[src/rtl/rtpx_pkg.sv]
// rtpx_pkg: shared constants, register codes and types of the rtp extension packetizer
// no dependencies; used by rtpx_cfg_if and all rtl modules

package rtpx_pkg;

  // packet geometry
  localparam int MAX_PACKET_BYTES = 1500;
  localparam int HDR_BYTES        = 20;
  localparam int HDR_IDX_W        = $clog2(HDR_BYTES + 1);
  localparam int LEN_W            = 11;
  localparam int CAP_W            = $clog2(MAX_PACKET_BYTES + 1);
  localparam logic [CAP_W-1:0] PAYLOAD_CAP = CAP_W'(MAX_PACKET_BYTES - HDR_BYTES);

  // first header byte: version 2, extension bit set
  localparam logic [7:0] VER_BYTE = 8'h90;

  // configuration port
  localparam int CFG_IDX_W  = 3;
  localparam int CFG_DATA_W = 32;

  typedef enum logic [CFG_IDX_W-1:0] {
    REG_SOURCE_ID       = 3'd0,
    REG_STREAM_NUMBER   = 3'd1,
    REG_PAYLOAD_TYPE    = 3'd2,
    REG_TIMESTAMP_STEP  = 3'd3,
    REG_MEDIA_TIME_STEP = 3'd4,
    REG_PAYLOAD_LENGTH  = 3'd5
  } cfg_reg_t;

  // register reset values
  localparam logic [31:0]      SOURCE_ID_RST       = 32'd0;
  localparam logic [15:0]      STREAM_NUMBER_RST   = 16'd1;
  localparam logic [6:0]       PAYLOAD_TYPE_RST    = 7'd96;
  localparam logic [15:0]      TIMESTAMP_STEP_RST  = 16'd64;
  localparam logic [31:0]      MEDIA_TIME_STEP_RST = 32'd1333333;
  localparam logic [LEN_W-1:0] PAYLOAD_LENGTH_RST  = LEN_W'(512);

  // register file contents as seen by the framer
  typedef struct packed {
    logic [31:0]      source_id;
    logic [15:0]      stream_number;
    logic [6:0]       payload_type;
    logic [15:0]      timestamp_step;
    logic [31:0]      media_time_step;
    logic [LEN_W-1:0] payload_length;
  } cfg_t;

endpackage

[src/rtl/rtpx_byte_if.sv]
// rtpx_byte_if: valid/ready channel carrying one payload byte per transfer
// depends on nothing

interface rtpx_byte_if;
  logic       valid;
  logic       ready;
  logic [7:0] payload_byte;

  modport source (output valid, output payload_byte, input ready);
  modport sink   (input valid, input payload_byte, output ready);
endinterface

[src/rtl/rtpx_pkt_if.sv]
// rtpx_pkt_if: valid/ready channel carrying one packet byte and its flags per transfer
// depends on nothing

interface rtpx_pkt_if;
  logic       valid;
  logic       ready;
  logic [7:0] packet_byte;
  logic       packet_start;
  logic       packet_end;
  logic       run_last;

  modport source (output valid, output packet_byte, output packet_start,
                  output packet_end, output run_last, input ready);
  modport sink   (input valid, input packet_byte, input packet_start,
                  input packet_end, input run_last, output ready);
endinterface

[src/rtl/rtpx_cfg_if.sv]
// rtpx_cfg_if: configuration write channel with register index and write data
// depends on rtpx_pkg for widths

interface rtpx_cfg_if;
  logic                             valid;
  logic                             ready;
  logic [rtpx_pkg::CFG_IDX_W-1:0]   index;
  logic [rtpx_pkg::CFG_DATA_W-1:0]  data;

  modport source (output valid, output index, output data, input ready);
  modport sink   (input valid, input index, input data, output ready);
endinterface

[src/rtl/rtpx_cfg_regs.sv]
// rtpx_cfg_regs: configuration register file of the packetizer
// depends on rtpx_pkg and rtpx_cfg_if

module rtpx_cfg_regs (
  input  logic              clk,
  input  logic              rst,
  rtpx_cfg_if.sink          cfg_wr,
  output rtpx_pkg::cfg_t    cfg
);

  // writes are always taken
  assign cfg_wr.ready = 1'b1;

  // register decode and update, unknown indexes are dropped
  always_ff @(posedge clk) begin
    if (rst) begin
      cfg.source_id       <= rtpx_pkg::SOURCE_ID_RST;
      cfg.stream_number   <= rtpx_pkg::STREAM_NUMBER_RST;
      cfg.payload_type    <= rtpx_pkg::PAYLOAD_TYPE_RST;
      cfg.timestamp_step  <= rtpx_pkg::TIMESTAMP_STEP_RST;
      cfg.media_time_step <= rtpx_pkg::MEDIA_TIME_STEP_RST;
      cfg.payload_length  <= rtpx_pkg::PAYLOAD_LENGTH_RST;
    end else if (cfg_wr.valid) begin
      unique case (cfg_wr.index)
        rtpx_pkg::REG_SOURCE_ID:       cfg.source_id       <= cfg_wr.data;
        rtpx_pkg::REG_STREAM_NUMBER:   cfg.stream_number   <= cfg_wr.data[15:0];
        rtpx_pkg::REG_PAYLOAD_TYPE:    cfg.payload_type    <= cfg_wr.data[6:0];
        rtpx_pkg::REG_TIMESTAMP_STEP:  cfg.timestamp_step  <= cfg_wr.data[15:0];
        rtpx_pkg::REG_MEDIA_TIME_STEP: cfg.media_time_step <= cfg_wr.data;
        rtpx_pkg::REG_PAYLOAD_LENGTH:
          cfg.payload_length <= cfg_wr.data[rtpx_pkg::LEN_W-1:0];
        default: ;
      endcase
    end
  end

endmodule

[src/rtl/rtpx_framer.sv]
// rtpx_framer: input holding register, header/payload byte selection, packet counters
// and output register; depends on rtpx_pkg, rtpx_byte_if and rtpx_pkt_if

module rtpx_framer (
  input  logic              clk,
  input  logic              rst,
  input  rtpx_pkg::cfg_t    cfg,
  rtpx_byte_if.sink         payload_in,
  rtpx_pkt_if.source        packet_out
);

  // holding register for the accepted payload byte
  logic       held_valid;
  logic [7:0] held_byte;

  // packet state
  logic [15:0]                     sequence_low;
  logic [15:0]                     sequence_high;
  logic [31:0]                     rtp_timestamp;
  logic [31:0]                     media_time;
  logic [rtpx_pkg::LEN_W-1:0]      bytes_in_packet;
  logic [rtpx_pkg::HDR_IDX_W-1:0]  hdr_idx;

  // output register
  logic       out_valid;
  logic [7:0] out_byte;
  logic       out_start;
  logic       out_end;
  logic       out_last;

  logic                            emit;
  logic                            payload_phase;
  logic                            consume;
  logic [rtpx_pkg::CAP_W-1:0]      eff_len;
  logic [rtpx_pkg::CAP_W-1:0]      sent_plus_one;
  logic                            pkt_done;
  logic [7:0]                      hdr_byte;
  logic [15:0]                     seq_low_next;

  // a byte leaves whenever one is held and the output register is free
  assign emit          = held_valid && (!out_valid || packet_out.ready);
  assign payload_phase = (bytes_in_packet != '0) ||
                         (hdr_idx == rtpx_pkg::HDR_IDX_W'(rtpx_pkg::HDR_BYTES));
  assign consume       = emit && payload_phase;
  assign payload_in.ready = !held_valid || consume;

  // effective payload length: zero counts as one, clamp to what fits beside the header
  always_comb begin
    eff_len = rtpx_pkg::CAP_W'(cfg.payload_length);
    if (cfg.payload_length == '0) begin
      eff_len = rtpx_pkg::CAP_W'(1);
    end
    if (eff_len > rtpx_pkg::PAYLOAD_CAP) begin
      eff_len = rtpx_pkg::PAYLOAD_CAP;
    end
  end

  assign sent_plus_one = rtpx_pkg::CAP_W'(bytes_in_packet) + rtpx_pkg::CAP_W'(1);
  assign pkt_done      = (sent_plus_one >= eff_len);
  assign seq_low_next  = sequence_low + 16'd1;

  // header byte select
  always_comb begin
    case (hdr_idx)
      5'd0:    hdr_byte = rtpx_pkg::VER_BYTE;
      5'd1:    hdr_byte = {1'b0, cfg.payload_type};
      5'd2:    hdr_byte = sequence_low[15:8];
      5'd3:    hdr_byte = sequence_low[7:0];
      5'd4:    hdr_byte = rtp_timestamp[31:24];
      5'd5:    hdr_byte = rtp_timestamp[23:16];
      5'd6:    hdr_byte = rtp_timestamp[15:8];
      5'd7:    hdr_byte = rtp_timestamp[7:0];
      5'd8:    hdr_byte = cfg.source_id[31:24];
      5'd9:    hdr_byte = cfg.source_id[23:16];
      5'd10:   hdr_byte = cfg.source_id[15:8];
      5'd11:   hdr_byte = cfg.source_id[7:0];
      5'd12:   hdr_byte = cfg.stream_number[15:8];
      5'd13:   hdr_byte = cfg.stream_number[7:0];
      5'd14:   hdr_byte = sequence_high[15:8];
      5'd15:   hdr_byte = sequence_high[7:0];
      5'd16:   hdr_byte = media_time[31:24];
      5'd17:   hdr_byte = media_time[23:16];
      5'd18:   hdr_byte = media_time[15:8];
      5'd19:   hdr_byte = media_time[7:0];
      default: hdr_byte = 8'h00;
    endcase
  end

  // holding register
  always_ff @(posedge clk) begin
    if (rst) begin
      held_valid <= 1'b0;
    end else if (payload_in.ready) begin
      held_valid <= payload_in.valid;
    end
    if (payload_in.valid && payload_in.ready) begin
      held_byte <= payload_in.payload_byte;
    end
  end

  // header index and packet counters
  always_ff @(posedge clk) begin
    if (rst) begin
      hdr_idx         <= '0;
      bytes_in_packet <= '0;
      sequence_low    <= '0;
      sequence_high   <= '0;
      rtp_timestamp   <= '0;
      media_time      <= '0;
    end else if (emit) begin
      if (!payload_phase) begin
        hdr_idx <= hdr_idx + rtpx_pkg::HDR_IDX_W'(1);
      end else begin
        hdr_idx <= '0;
        if (pkt_done) begin
          bytes_in_packet <= '0;
          sequence_low    <= seq_low_next;
          if (seq_low_next == 16'd0) begin
            sequence_high <= sequence_high + 16'd1;
          end
          rtp_timestamp <= rtp_timestamp + {16'd0, cfg.timestamp_step};
          media_time    <= media_time + cfg.media_time_step;
        end else begin
          bytes_in_packet <= bytes_in_packet + rtpx_pkg::LEN_W'(1);
        end
      end
    end
  end

  // output register
  always_ff @(posedge clk) begin
    if (rst) begin
      out_valid <= 1'b0;
    end else if (emit) begin
      out_valid <= 1'b1;
    end else if (packet_out.ready) begin
      out_valid <= 1'b0;
    end
    if (emit) begin
      out_byte  <= payload_phase ? held_byte : hdr_byte;
      out_start <= !payload_phase && (hdr_idx == '0);
      out_end   <= payload_phase && pkt_done;
      out_last  <= payload_phase;
    end
  end

  assign packet_out.valid        = out_valid;
  assign packet_out.packet_byte  = out_byte;
  assign packet_out.packet_start = out_start;
  assign packet_out.packet_end   = out_end;
  assign packet_out.run_last     = out_last;

endmodule

[src/rtl/rtp_ext_packetizer_unit.sv]
// rtp_ext_packetizer_unit: one payload byte per transfer in, packet bytes out.
// Path: a payload byte passes the holding register, then the output register;
// the first byte of a packet follows 20 header bytes, one per cycle without stalls.
// Throughput: one output byte per cycle while packet_out.ready holds, set by the
// single output register; input likewise, but waits while the 20 header bytes go out.
// Reset (rst, synchronous): registers to defaults, counters to zero, channels empty.

module rtp_ext_packetizer_unit (
  input  logic         clk,
  input  logic         rst,
  rtpx_cfg_if.sink     cfg_wr,
  rtpx_byte_if.sink    payload_in,
  rtpx_pkt_if.source   packet_out
);

  rtpx_pkg::cfg_t cfg;

  // configuration registers
  rtpx_cfg_regs u_cfg_regs (
    .clk    (clk),
    .rst    (rst),
    .cfg_wr (cfg_wr),
    .cfg    (cfg)
  );

  // header insertion and payload pass-through
  rtpx_framer u_framer (
    .clk        (clk),
    .rst        (rst),
    .cfg        (cfg),
    .payload_in (payload_in),
    .packet_out (packet_out)
  );

endmodule

[src/flat_wrapper.sv]
// flat-port wrapper written by rule: the top's interface ports become plain ports
module rtp_ext_packetizer_unit_flat 
  (clk, rst, cfg_wr_valid, cfg_wr_index, cfg_wr_data, cfg_wr_ready, payload_in_valid, payload_in_payload_byte, payload_in_ready, packet_out_valid, packet_out_packet_byte, packet_out_packet_start, packet_out_packet_end, packet_out_run_last, packet_out_ready);
  rtpx_cfg_if cfg_wr_i ();
  rtpx_byte_if payload_in_i ();
  rtpx_pkt_if packet_out_i ();
  input  logic clk;
  input  logic rst;
  input wire logic [$bits(cfg_wr_i.valid)-1:0] cfg_wr_valid;
  input wire logic [$bits(cfg_wr_i.index)-1:0] cfg_wr_index;
  input wire logic [$bits(cfg_wr_i.data)-1:0] cfg_wr_data;
  output wire logic [$bits(cfg_wr_i.ready)-1:0] cfg_wr_ready;
  input wire logic [$bits(payload_in_i.valid)-1:0] payload_in_valid;
  input wire logic [$bits(payload_in_i.payload_byte)-1:0] payload_in_payload_byte;
  output wire logic [$bits(payload_in_i.ready)-1:0] payload_in_ready;
  output wire logic [$bits(packet_out_i.valid)-1:0] packet_out_valid;
  output wire logic [$bits(packet_out_i.packet_byte)-1:0] packet_out_packet_byte;
  output wire logic [$bits(packet_out_i.packet_start)-1:0] packet_out_packet_start;
  output wire logic [$bits(packet_out_i.packet_end)-1:0] packet_out_packet_end;
  output wire logic [$bits(packet_out_i.run_last)-1:0] packet_out_run_last;
  input wire logic [$bits(packet_out_i.ready)-1:0] packet_out_ready;
  assign cfg_wr_i.valid = cfg_wr_valid;
  assign cfg_wr_i.index = cfg_wr_index;
  assign cfg_wr_i.data = cfg_wr_data;
  assign cfg_wr_ready = cfg_wr_i.ready;
  assign payload_in_i.valid = payload_in_valid;
  assign payload_in_i.payload_byte = payload_in_payload_byte;
  assign payload_in_ready = payload_in_i.ready;
  assign packet_out_valid = packet_out_i.valid;
  assign packet_out_packet_byte = packet_out_i.packet_byte;
  assign packet_out_packet_start = packet_out_i.packet_start;
  assign packet_out_packet_end = packet_out_i.packet_end;
  assign packet_out_run_last = packet_out_i.run_last;
  assign packet_out_i.ready = packet_out_ready;
  rtp_ext_packetizer_unit u_core (.clk(clk), .rst(rst), .cfg_wr(cfg_wr_i), .payload_in(payload_in_i), .packet_out(packet_out_i));
endmodule
[config.mk]
export PLATFORM = sky130hd
export DESIGN_NAME = rtp_ext_packetizer_unit_flat
export DESIGN_NICKNAME = d
export VERILOG_FILES = /design/src/rtl/rtpx_pkg.sv /design/src/rtl/rtpx_byte_if.sv /design/src/rtl/rtpx_pkt_if.sv /design/src/rtl/rtpx_cfg_if.sv /design/src/rtl/rtpx_cfg_regs.sv /design/src/rtl/rtpx_framer.sv /design/src/rtl/rtp_ext_packetizer_unit.sv /design/src/flat_wrapper.sv
export SDC_FILE = /design/constraint.sdc
export NUM_CORES = 1
export LEC_CHECK = 0
export BUFFER_PORTS_ARGS = -buffer_cell sky130_fd_sc_hd__buf_2
export CAP_MARGIN = 20
export CORE_ASPECT_RATIO = 0.7
export CORE_MARGIN = 5
export CORE_UTILIZATION = 55
export DETAILED_ROUTE_END_ITERATION = 7
export HOLD_SLACK_MARGIN = 0.06
export PLACE_DENSITY = 0.7
export RECOVER_POWER = 25
export SLEW_MARGIN = 0
export SYNTH_ARGS = -nofsm -noshare
export SYNTH_HDL_FRONTEND = slang
export SYNTH_HIERARCHICAL = 1
export SYNTH_SLANG_ARGS = --single-unit
[constraint.sdc]
create_clock -name clk -period 10.9 [get_ports clk]
set_clock_uncertainty 0.2 [all_clocks]
set_input_delay 2.18 -clock clk [delete_from_list [all_inputs] [get_ports clk]]
set_output_delay 2.18 -clock clk [all_outputs]
set_load 0.1 [all_outputs]
== Yosys cells after proc, flatten, opt, wreduce, memory -nomap -nowiden ==
Cells that the tools add are included.
Widths: inputs -> output; s select.

* Register bits after elaboration: 247
* Input port bits: 48
* Output and inout port bits: 14

* Add/subtract/negate cells: 6
* Order comparisons: 2
* Eq/ne operators: 25
* Multiplexer cells: 8
* Reduce and logical (&&, ||, !) cells: 26

{| class="wikitable"
|+ Operator list
! cell !! number
|-
| $pmux 8 s20 || 1
|-
| $eq 5x4->1 const B || 8
|-
| $mux 11 || 3
|-
| $add 16x1->16 const B || 2
|-
| $add 32x16->32 || 1
|-
| $add 32x32->32 || 1
|-
| $eq 5x5->1 const B || 5
|-
| $eq 5x3->1 const B || 4
|-
| $logic_not 16->1 || 1
|-
| $reduce_and 2->1 || 7
|-
| $add 11x1->11 const B || 1
|-
| $ge 11x11->1 || 1
|-
| $gt 11x11->1 const B || 1
|-
| $logic_not 11->1 || 1
|-
| $reduce_bool 11->1 || 1
|-
| $eq 5x2->1 const B || 2
|-
| $mux 8 || 1
|-
| $eq 3x2->1 const B || 2
|-
| $eq 3x3->1 const B || 2
|-
| $add 5x1->5 const B || 1
|-
| $eq 5x1->1 const B || 1
|-
| $logic_and 1x1->1 || 5
|-
| $logic_not 5->1 || 1
|-
| $mux 5 || 1
|-
| other kinds (8) || 13
|}

== Depth between registers and ports, before layout ==
Gate-level depths: netlist of the first run.

* Word-level depth: 6
* Mapped depth: 17
* Mapped depth without buffers: 17

== Hierarchy ==
Netlist of the first run, hierarchy kept.

{| class="wikitable"
|+ By module, submodules not included
! module !! times used !! cells each !! area each (µm²)
|-
| rtpx_framer || 1 || 1155 || 9080.0
|-
| rtpx_cfg_regs || 1 || 425 || 4606.9
|}

== Worst setup path before layout of the first run ==
Ideal clock, no wire load.

* Path kind: input port to output port
* Start: input port packet_out_ready
* End: output port payload_in_ready
* Data arrival time: 3.507 ns
* Required time: 8.520 ns
* Path slack: 5.013 ns
* Stages on the path: 5
* Cells stage by stage: nand2b_1 > nand2_1 > inv_2 > nand2_1 > nand2_1

* Word-level cells in the longest chain between the ends: 4

{| class="wikitable"
|+ Ends and longest elaborated chain
! what !! line !! RTL
|-
| start: declaration || flat_wrapper.sv:21 || <nowiki>input wire logic [$bits(packet_out_i.ready)-1:0] packet_out_ready;</nowiki>
|-
| $logic_or 1x1->1 || rtpx_framer.sv:41 || <nowiki>assign emit = held_valid && (!out_valid || packet_out.ready);</nowiki>
|-
| $logic_and 1x1->1 || rtpx_framer.sv:41 ||
|-
| via u_core.u_framer.emit || rtpx_framer.sv:31 || <nowiki>logic emit;</nowiki>
|-
| $logic_and 1x1->1 || rtpx_framer.sv:44 || <nowiki>assign consume = emit && payload_phase;</nowiki>
|-
| $logic_or 1x1->1 || rtpx_framer.sv:45 || <nowiki>assign payload_in.ready = !held_valid || consume;</nowiki>
|-
| end: declaration || flat_wrapper.sv:15 || <nowiki>output wire logic [$bits(payload_in_i.ready)-1:0] payload_in_ready;</nowiki>
|}

The timed path passes the listed nets, and every way through them passes these cells.

==> results of run 1 <==
[cell families (layout without fill, tap and decap cells)]
group                    after synthesis  after routing  synth area share, %
AND/OR/NAND/NOR                      638            638                 23.9
AO/OA/AOI/OAI                        317            317                 14.7
flip-flops                           247            247                 37.5
multiplexers                         117            117                 8.56
buffers and inverters                106            142                 3.35
XOR/XNOR                              84             84                 5.38
adder cells (fa/ha/maj)               70             70                 6.51
other                                  1              1               0.0274
[synth_stat cells (11+ instances only)]
cell,instances
dfxtp_1,228
nor2_1,162
nand2_1,144
nand2b_1,142
mux2i_1,117
a21oi_1,109
ha_1,68
o21ai_0,61
clkbuf_1,52
a22oi_1,45
xnor2_1,43
xor2_1,41
nand3_1,36
nor3_1,31
inv_1,27
nand4_1,27
and3_1,23
a21o_1,19
edfxtp_1,19
or3_1,15
a31oi_1,12
a222oi_1,11
buf_2,11
[power groups by stage]
stage | logic (mW) | registers, mW | clock network [mW]
4_1_cts | 0.145 | 0.941 | 0.890
5_1_grt | 0.157 | 0.942 | 0.927
6_report | 0.147 | 0.941 | 0.875
3_5_place_dp | 0.144 | 0.961 | 0
2_1_floorplan | 0.0796 | 0.981 | 0
3_3_place_gp | 0.142 | 0.961 | 0
[routing by layer]
metal  global-route usage, %  up-vias
li1                        -     5676
met1                    40.7     5656
met5                       0        -
met2                    40.9      441
met4                    5.97        0
met3                    7.15       64
[cell usage in the layout (no fill, tap or decap), types with 7 or more instances in the layout]
cell	instances
mux2i_1	117
a22oi_1	45
o21ai_0	61
and3_1	23
o21a_1	7
nand3b_1	9
edfxtp_1	19
nand2_1	144
buf_4	8
a21oi_1	109
buf_2	59
dfxtp_1	228
clkbuf_16	25
ha_1	68
xnor2_1	43
nand2b_1	142
or3_1	15
inv_1	28
a221oi_1	8
a21o_1	19
nor2b_1	9
nand4_1	27
nor3_1	31
nand3_1	35
a222oi_1	11
a211oi_1	9
xor2_1	41
a31oi_1	12
nor2_1	161
[critical path: cells and delay by family]
family | cells | cell delay (ns)
and+or+nand+nor | 1 | 0.63
muxes | 1 | 0.16
buffers and inverters | 2 | 4.73
[stage by stage]
stage	hold WS [ns]	worst slack, ns	area (um2)	instances
3_3_place_gp	0.258	4.77	14100	1896
2_1_floorplan	0.248	5.01	13700	1580
4_1_cts	0.280	4.74	15000	1941
6_report	0.279	3.35	14900	1941
5_1_grt	0.288	2.88	14900	1941
3_5_place_dp	0.267	4.75	14100	1896
[path summary, 6_finish.rpt]
path | startpoint | to
min reg2reg | u_core/u_cfg_regs/cfg[113] | u_core/u_cfg_regs/cfg[113]
max | rst | u_core/u_cfg_regs/cfg[77]
min | u_core/u_cfg_regs/cfg[113] | u_core/u_cfg_regs/cfg[113]
max reg2reg | u_core/u_framer/bytes_in_packet[0] | u_core/u_framer/sequence_high[15]
[flip-flops by register name, summed over array words and instances, names as in the netlist]
name / flops
u_core/u_framer/held_byte: 8
u_core/u_framer/rtp_timestamp: 32
u_core/u_framer/held_valid: 1
u_core/u_cfg_regs/cfg: 114
u_core/u_framer/sequence_low: 16
u_core/u_framer/sequence_high: 16
u_core/u_framer/packet_out.run_last: 1
u_core/u_framer/bytes_in_packet: 11
u_core/u_framer/packet_out.packet_start: 1
u_core/u_framer/packet_out.valid: 1
u_core/u_framer/packet_out.packet_end: 1
u_core/u_framer/media_time: 32
u_core/u_framer/packet_out.packet_byte: 8
u_core/u_framer/hdr_idx: 5
[final cells by class]
| cell class | count | share of cell area, % |
|---|---|---|
| Clock buffer | 34 | 4.75 |
| Clock inverter | 11 | 0.770 |
| Inverter | 28 | 0.703 |
| Multi-Input combinational cell | 1227 | 54.3 |
| Sequential cell | 247 | 34.3 |
| Tap cell | 325 | 2.72 |
| Timing Repair Buffer | 69 | 2.43 |
==> run_results.csv, run 1 <==
group,metric,value,unit
cts,clockBufferDepth,3,
cts,cts_made_buffers,25,
drt,wl_met2,16900,um
drt,ant_nets,0,
drt,wl_per_cell,20.5,um
worst_setup_path,r2r_slack,5.73,ns
die,die_x,199,um
die,die_y,142,um
sta,tightest_slew,3.99,ns
synth,ys_ff_latch,247,
power_and_ir_drop,p_seq_share,48.0,%
finish,diodes,0,
die,die_area,0.0282,mm2
synth,synth_enable_flop_cells,19,
power_and_ir_drop,p_per_area,131,mW/mm2
cts,post_cts_buffers,0,
worst_setup_path,arrival,7.75,ns
sta,fmax,132,MHz
global_routing,grt_overflow,0,
worst_setup_path,cp.required,11.10,ns
global_routing,track_usage,27.6,%
power_and_ir_drop,p_int,1.48,mW
finish,final.fill_count,2169,
finish,regArea,0.00513,mm2
synth,syn_area,0.0137,mm2
synth,synth_top_area_share,33.3,%
worst_hold_path,hold_class,"reg2reg",
sta,min_period,7.55,ns
sta,setup_tns,0,ns
sta,slew_violations,168,
power_and_ir_drop,switching_share,24.6,%
power_and_ir_drop,pwr-share-comb,7.5,%
worst_setup_path,path_max_fanout,97,
synth,yosys.area.top_type,"dfxtp_1",
global_routing,antenna_found_initial,0,
worst_hold_path,worstHoldPathCells,2,
outcome,violations,"max-capacitance violations, max-slew violations",
cts,root_buffer,"clkbuf_16",
cts,tritoncts,"built",
global_routing,grt_pass1_wl,61500,um
global_routing,grt_max_degree,110,
drt,route.met3.wl,3720,um
worst_setup_path,crit_top_cell,"clkbuf_1",
sta,finalHoldViolations,0,
power_and_ir_drop,power,1.96,mW
drt,viasPerCell,6.10,
worst_setup_path,worstRegToRegCells,17,
finish,multi_input_area,0.00812,mm2
finish,layout-drive-gt1-share,7.61,%
cts,clk_pin_slew,0.06,ns
cts,cts_hold_buf,0,
die,core_area,0.0246,mm2
cts,cts-resized-gates,0,
sta,setup_viol,0,
die,io_pins,62,
finish,utilization,60.9,%
place,port_buffers,60,
worst_setup_path,path_cells,"clkbuf_1 -> clkbuf_1 -> nand2b_1 -> mux2i_1",
drt,route.vias.total,11800,
power_and_ir_drop,clockPowerShare,44.6,%
sta,slew_headroom,-166,%
power_and_ir_drop,p_leak,6.06,nW
synth,syn-mean-instance-area,8.66,um2
finish,fin_nets,1716,
cts,cts_sinks,247,
synth,ys_seq_area_share,37.5,%
drt,drt-met1-wl,18300,um
outcome,outcome,"finished, violations left",
worst_setup_path,setup.worst_path.class,"in2reg",
drt,drcViolationCount,0,
drt,wl,39800,um
cts,clock_latency,0.54,ns
global_routing,grt_pass1_vias,10800,
synth,synthesis.nets,1698,
drt,dr.pass1.iters,6,
synth,synth.area.top_cells,"dfxtp_1 (33%), mux2i_1 (8.6%), nand2b_1 (6.5%)",
place,dp_hpwl,28900,um
die,initial_utilization,55.7,%
synth,synthArstFlopShare,0,%
power_and_ir_drop,switchingPower,0.483,mW
place,gp_congestion,0.945,
sta,rsz0062_at_grt,"no",
worst_setup_path,cpPeakStageDelay,2.74,ns
drt,route.top_layer_used,"met4",
drt,drt_iter0_markers,1267,
worst_setup_path,end_kind,"flip-flop",
sta,period_share,69.3,%
flow_run,maxCapViolations,2,
worst_setup_path,worst_setup_path_start_kind,"input pin",
die,rows,48,
synth,netlist_instances,1580,
synth,synth_cell_type_count,71,
worst_setup_path,slowest_stage,"clkbuf_1",
power_and_ir_drop,peakVddDrop,152,uV
cts,h-tree-depth,1,
finish,syn_to_final_growth,9.22,%
synth,synth-main-ff-cell,"dfxtp_1",
synth,yosys_warnings,6,
(Power assumes the default switching activity.)
==> run 2: changes to the inputs <==
--- a/config.mk
+++ b/config.mk
@@ -12,7 +12,7 @@
 export CORE_UTILIZATION = 55
 export DETAILED_ROUTE_END_ITERATION = 7
 export HOLD_SLACK_MARGIN = 0.06
-export PLACE_DENSITY = 0.7
+export PLACE_DENSITY = 0.73
 export RECOVER_POWER = 25
 export SLEW_MARGIN = 0
 export SYNTH_ARGS = -nofsm -noshare
==> constraint.sdc (replaced) <==
create_clock -name clk -period 6.3 [get_ports clk]
set_clock_uncertainty 0.2 [all_clocks]
set_input_delay 1.26 -clock clk [delete_from_list [all_inputs] [get_ports clk]]
set_output_delay 1.26 -clock clk [all_outputs]
set_load 0.1 [all_outputs]
==> run_results.csv, run 2 (synthesis results as in run 1) <==
group,metric,value,unit
drt,wl_per_cell,20.4,um
finish,largest_reg_flops,114,
cts,cts_sinks,247,
finish,final.fill_count,2133,
finish,multi_input_area,0.00812,mm2
place,gp_congestion,0.980,
sta,tightest_slew,2.39,ns
finish,final_common_cell,"dfxtp_1",
drt,route.vias.total,11900,
worst_setup_path,r2r_start,"u_core/u_framer/bytes_in_packet[1]",
worst_setup_path,end_kind,"output port",
drt,wl,39600,um
worst_setup_path,path_cells,"buf_2 -> nand2b_1 -> nand2_1 -> inv_1 -> nand2_1 -> nand2_1 -> buf_2",
sta,rsz0062_at_grt,"no",
worst_setup_path,cp.required,4.84,ns
drt,route.top_layer_used,"met4",
global_routing,grt_pass1_vias,10700,
outcome,violations,"max-capacitance violations, max-slew violations",
worst_hold_path,worstHoldPathCells,2,
global_routing,antenna_found_initial,1,
worst_setup_path,path_buf_inv,3,
place,dp_hpwl,28900,um
finish,layout-drive-gt1-share,7.30,%
sta,setup_tns,0,ns
sta,fmax,215,MHz
worst_setup_path,arrival,3.18,ns
global_routing,grt_pass1_wl,61100,um
sta,period_share,73.7,%
drt,viasPerCell,6.12,
global_routing,track_usage,27.2,%
global_routing,grt_max_degree,128,
worst_hold_path,whs_endpoint,"u_core/u_cfg_regs/cfg[83]",
worst_setup_path,crit_top_cell,"nand2_1",
die,die_area,0.0282,mm2
finish,syn_to_final_growth,9.52,%
worst_hold_path,hold_class,"reg2reg",
cts,clock_latency,0.54,ns
cts,clk_pin_slew,0.06,ns
finish,diodes,0,
worst_hold_path,hp-start,"u_core/u_cfg_regs/cfg[83]",
finish,reg_top3,"u_core/u_cfg_regs/cfg (114), u_core/u_framer/media_time (32), u_core/u_framer/rtp_timestamp (32)",
drt,drcViolationCount,0,
worst_setup_path,worst_setup_path_start_kind,"input pin",
cts,clockBufferDepth,3,
finish,final_cell_mix,"dfxtp_1 (228), nor2_1 (161), nand2_1 (144)",
cts,cts_made_buffers,25,
die,io_pins,62,
cts,cts_hold_buf,0,
drt,drt_iter0_markers,1249,
sta,slew_violations,62,
worst_setup_path,slowest_stage,"inv_1",
worst_setup_path,setup.worst_path.class,"in2out",
worst_setup_path,r2r_end,"u_core/u_framer/sequence_high[1]",
die,rows,48,
die,die_x,199,um
drt,dr.pass1.iters,8,
finish,utilization,61.0,%
drt,route.met3.wl,3810,um
drt,ant_nets,0,
worst_setup_path,path_max_fanout,20,
power_and_ir_drop,peakVddDrop,184,uV
sta,setup_viol,0,
die,die_y,142,um
sta,setup_ws,1.66,ns
finish,regArea,0.00513,mm2
worst_setup_path,worstRegToRegCells,16,
cts,root_buffer,"clkbuf_16",
worst_setup_path,cpPeakStageDelay,0.52,ns
drt,drt-met1-wl,18400,um
cts,h-tree-depth,1,
cts,tritoncts,"built",
drt,wl_met2,16500,um
cts,cts-resized-gates,0,
global_routing,grt_overflow,0,
place,port_buffers,60,
cts,post_cts_buffers,0,
power_and_ir_drop,power,3.45,mW
power_and_ir_drop,p_per_area,230,mW/mm2
finish,top_register,"u_core/u_cfg_regs/cfg",
die,initial_utilization,55.7,%
flow_run,maxCapViolations,1,
finish,fin_nets,1717,
sta,min_period,4.64,ns
die,core_area,0.0246,mm2
power_and_ir_drop,p_leak,6.07,nW
worst_setup_path,startpoint,"packet_out_ready",
outcome,outcome,"finished, violations left",
sta,finalHoldViolations,0,
worst_setup_path,critPathTopFamily,"buffers and inverters",
worst_setup_path,r2r_slack,1.72,ns
sta,slew_headroom,-59.4,%
place,pre_cts_ws,1.71,ns
run 2: worst max-delay path by stage:
| stage | endpoint | depth (start not counted) |
|---|---|---|
| 2_1_floorplan | payload_in_ready | 5 |
| 3_3_place_gp | u_core/u_framer/sequence_high[15] | 12 |
| 3_5_place_dp | u_core/u_framer/sequence_high[15] | 12 |
| 4_1_cts | u_core/u_framer/sequence_high[1] | 16 |
| 5_1_grt | u_core/u_framer/sequence_high[1] | 17 |
| 6_report | payload_in_ready | 7 |
run 2: tightest hold or removal path, cell delays in order (launching register included):
cell      delay, ns
dfxtp_1        0.31
nand2b_1       0.06
mux2i_1        0.06
run 2: metal layers:
| metal | global-route usage, % | vias to the layer above |
|---|---|---|
| met4 | 5.54 | 0 |
| met2 | 39.9 | 497 |
| met1 | 41.9 | 5661 |
| met3 | 4.92 | 68 |
| met5 | 0 | - |
| li1 | - | 5658 |
run 2: area by class of cell:
cell class / instances / share of cell area [%]
inverter: 28 / 0.701
multi-input combinational: 1227 / 54.1
clock inverter: 7 / 0.876
clock buffer: 37 / 4.82
tap: 325 / 2.71
sequential: 247 / 34.3
timing repair buffer: 70 / 2.49
run 2: per-stage QoR:
stage,hold slack [ns],cell area [um2],instances
2_1_floorplan,0.248,13700,1580
6_report,0.278,15000,1941
4_1_cts,0.279,15000,1941
3_5_place_dp,0.262,14100,1897
3_3_place_gp,0.258,14100,1897
5_1_grt,0.299,15000,1941
run 2: report_power, final:
part	internal (mW)	leakage, nW	switching [mW]
Combinational	0.0773	3.63	0.178
Sequential	1.61	2.02	0.0178
Clock	0.922	0.415	0.639
==> run 3: changes to the inputs <==
--- a/config.mk
+++ b/config.mk
@@ -5,6 +5,7 @@
 export SDC_FILE = /design/constraint.sdc
 export NUM_CORES = 1
 export LEC_CHECK = 0
+export ABC_AREA = 1
 export BUFFER_PORTS_ARGS = -buffer_cell sky130_fd_sc_hd__buf_2
 export CAP_MARGIN = 20
 export CORE_ASPECT_RATIO = 0.7
@@ -12,7 +13,7 @@
 export CORE_UTILIZATION = 55
 export DETAILED_ROUTE_END_ITERATION = 7
 export HOLD_SLACK_MARGIN = 0.06
-export PLACE_DENSITY = 0.73
+export PLACE_DENSITY = 0.7
 export RECOVER_POWER = 25
 export SLEW_MARGIN = 0
 export SYNTH_ARGS = -nofsm -noshare
==> constraint.sdc (replaced) <==
create_clock -name clk -period 4.4 [get_ports clk]
set_clock_uncertainty 0.2 [all_clocks]
set_input_delay 0.88 -clock clk [delete_from_list [all_inputs] [get_ports clk]]
set_output_delay 0.88 -clock clk [all_outputs]
set_load 0.1 [all_outputs]
==> run_results.csv, run 3 <==
group,metric,value,unit
synth,synth-main-ff-cell,"dfxtp_1",
worst_setup_path,path_cells,"inv_1 -> ha_1 -> nand2_1 -> inv_1 -> nand2_1 -> nand2_1 -> nor2_1 -> nor2_4 -> clkinv_1 -> nand2_1 -> buf_2",
synth,ys_ff_latch,247,
finish,utilization,61.4,%
global_routing,antenna_found_initial,0,
drt,drcViolationCount,0,
finish,fin_nets,2473,
cts,h-tree-depth,1,
place,pre_cts_ws,0.386,ns
worst_hold_path,worstHoldPathCells,2,
die,core_area,0.0269,mm2
cts,post_cts_buffers,0,
synth,synth_enable_flop_cells,19,
finish,diodes,0,
drt,drt_iter0_markers,1871,
sta,setup_viol,0,
finish,final_common_cell,"nand2_1",
die,die_area,0.0309,mm2
drt,route.vias.total,15500,
finish,final_cell_mix,"nand2_1 (595), nor2_1 (419), inv_1 (233)",
outcome,violations,"max-capacitance violations, max-slew violations",
die,rows,50,
sta,setup_ws,0.431,ns
power_and_ir_drop,p_per_area,315,mW/mm2
synth,synthArstFlopShare,0,%
global_routing,grt_max_degree,61,
die,io_pins,62,
power_and_ir_drop,p_seq_share,45.1,%
power_and_ir_drop,switching_share,26.2,%
cts,clockBufferDepth,3,
synth,syn-mean-instance-area,6.50,um2
outcome,outcome,"finished, violations left",
power_and_ir_drop,pwr-share-comb,8.8,%
drt,wl_per_cell,18.4,um
power_and_ir_drop,power,5.21,mW
synth,synth_cell_type_count,46,
finish,post-route-cell-area,0.0165,mm2
cts,clk_pin_slew,0.06,ns
die,die_x,208,um
finish,layout-drive-gt1-share,6.94,%
global_routing,grt_pass1_wl,79000,um
global_routing,track_usage,31.7,%
synth,synthesis.nets,2439,
finish,largest_reg_flops,114,
place,dpl_cell_area,0.0156,mm2
finish,regArea,0.00513,mm2
cts,clock_latency,0.56,ns
sta,slew_violations,71,
worst_setup_path,cpPeakStageDelay,0.45,ns
cts,root_buffer,"clkbuf_16",
synth,yosys-top-cells-count,"nand2_1 (595), nor2_1 (417), inv_1 (232)",
synth,netlist_instances,2321,
drt,ant_nets,0,
worst_hold_path,hold_class,"reg2reg",
synth,syn_area,0.0151,mm2
sta,tightest_slew,2.29,ns
power_and_ir_drop,peakVddDrop,247,uV
worst_setup_path,path_max_fanout,10,
synth,yosys_warnings,6,
synth,synth.area.top_cells,"dfxtp_1 (30%), nand2_1 (15%), nor2_1 (10%)",
synth,yosysMostFrequentCell,"nand2_1",
global_routing,grt_pass1_vias,14100,
finish,reg_top3,"u_core/u_cfg_regs/cfg (114), u_core/u_framer/media_time (32), u_core/u_framer/rtp_timestamp (32)",
worst_setup_path,setup.worst_path.class,"reg2out",
worst_setup_path,worst-path-stages,11,
sta,setup_tns,0,ns
cts,tritoncts,"built",
worst_setup_path,r2r_slack,0.44,ns
die,initial_utilization,56.1,%
die,die_y,149,um
flow_run,maxCapViolations,2,
sta,period_share,90.2,%
finish,multi_input_area,0.00861,mm2
drt,wl,50400,um
synth,synth_top_area_share,30.3,%
worst_setup_path,arrival,2.89,ns
worst_setup_path,critPathTopFamily,"buffers and inverters",
worst_setup_path,worstRegToRegCells,19,
cts,cts_made_buffers,27,
power_and_ir_drop,clockPowerShare,46.1,%
sta,fmax,252,MHz
place,gp_congestion,1.01,
finish,final.fill_count,2638,
synth,yosys.area.top_type,"dfxtp_1",
global_routing,grt_overflow,0,
drt,dr.pass1.iters,6,
place,port_buffers,60,
finish,top_register,"u_core/u_cfg_regs/cfg",
worst_setup_path,crit_top_cell,"nand2_1",
power_and_ir_drop,switchingPower,1.36,mW
finish,syn_to_final_growth,9.55,%
sta,finalHoldViolations,0,
drt,viasPerCell,5.67,
worst_setup_path,cp.required,3.32,ns
worst_setup_path,worst_setup_path_start_kind,"flip-flop",
power_and_ir_drop,p_int,3.85,mW
cts,cts_sinks,247,
power_and_ir_drop,p_leak,7.08,nW
worst_setup_path,end_kind,"output port",
sta,slew_headroom,-52.9,%
place,dp_hpwl,38200,um
sta,rsz0062_at_grt,"no",
worst_setup_path,slowest_stage,"buf_2",
sta,min_period,3.97,ns
worst_setup_path,path_buf_inv,4,
synth,ys_seq_area_share,34.0,%
## run 3: path summary, 6_finish.rpt
| path | from | end |
|---|---|---|
| setup / recovery | u_core/u_framer/hdr_idx[0] | payload_in_ready |
| hold / removal | u_core/u_cfg_regs/cfg[64] | u_core/u_cfg_regs/cfg[64] |
| setup reg to reg | u_core/u_framer/bytes_in_packet[0] | u_core/u_framer/rtp_timestamp[5] |
| hold reg to reg | u_core/u_cfg_regs/cfg[64] | u_core/u_cfg_regs/cfg[64] |
## run 3: worst min-delay path, cell delays in order (launching register included)
cell,delay (ns)
dfxtp_1,0.33
nand2_1,0.05
nand3_1,0.07
## run 3: repair_timing
item                                    4_1_cts  5_1_grt
resized for setup                             0        2
endpoints found under the setup margin        0       23
hold buffers                                  0        0
## run 3: logic make-up (layout without fill, tap and decap cells)
logic type               after synthesis  after routing  share of synthesized area, %
AO/OA/AOI/OAI                        305            305                          11.3
XOR/XNOR                              39             39                          2.26
adder cells (fa/ha/maj)               70             70                          5.91
buffers and inverters                315            370                          8.78
flip-flops                           247            247                          34.0
other                                  1              1                        0.0249
AND/OR/NAND/NOR                     1344           1344                          37.7
## run 3: per-layer routing
metal / vias to the layer above / track usage (%) / share of wire, %
met5: - / 0 / 0
met4: 0 / 8.76 / 2.9
met3: 87 / 4.64 / 10
met2: 717 / 46.6 / 41
met1: 7119 / 48.4 / 46
li1: 7621 / - / -
## run 3: power groups by stage
stage	sequential [mW]	combinational, mW	clock, mW
2_1_floorplan	2.45	0.263	0
5_1_grt	2.35	0.499	2.53
4_1_cts	2.35	0.450	2.42
3_3_place_gp	2.40	0.441	0
6_report	2.35	0.458	2.40
3_5_place_dp	2.40	0.448	0
## run 3: final cells by class
| class | count | share of cell area [%] |
|---|---|---|
| clock buffers | 37 | 4.69 |
| repair buffers | 77 | 2.89 |
| flip-flops and latches | 247 | 31.1 |
| well taps | 364 | 2.76 |
| clock inverters | 13 | 0.924 |
| multi-input cells | 1759 | 52.1 |
| inverters | 243 | 5.54 |
## run 3: per-stage QoR
stage,hold WS (ns),std cells
floorplan,0.242,2321
global placement,0.255,2689
detailed placement,0.262,2689
CTS,0.272,2739
global route,0.279,2740
finish,0.282,2740
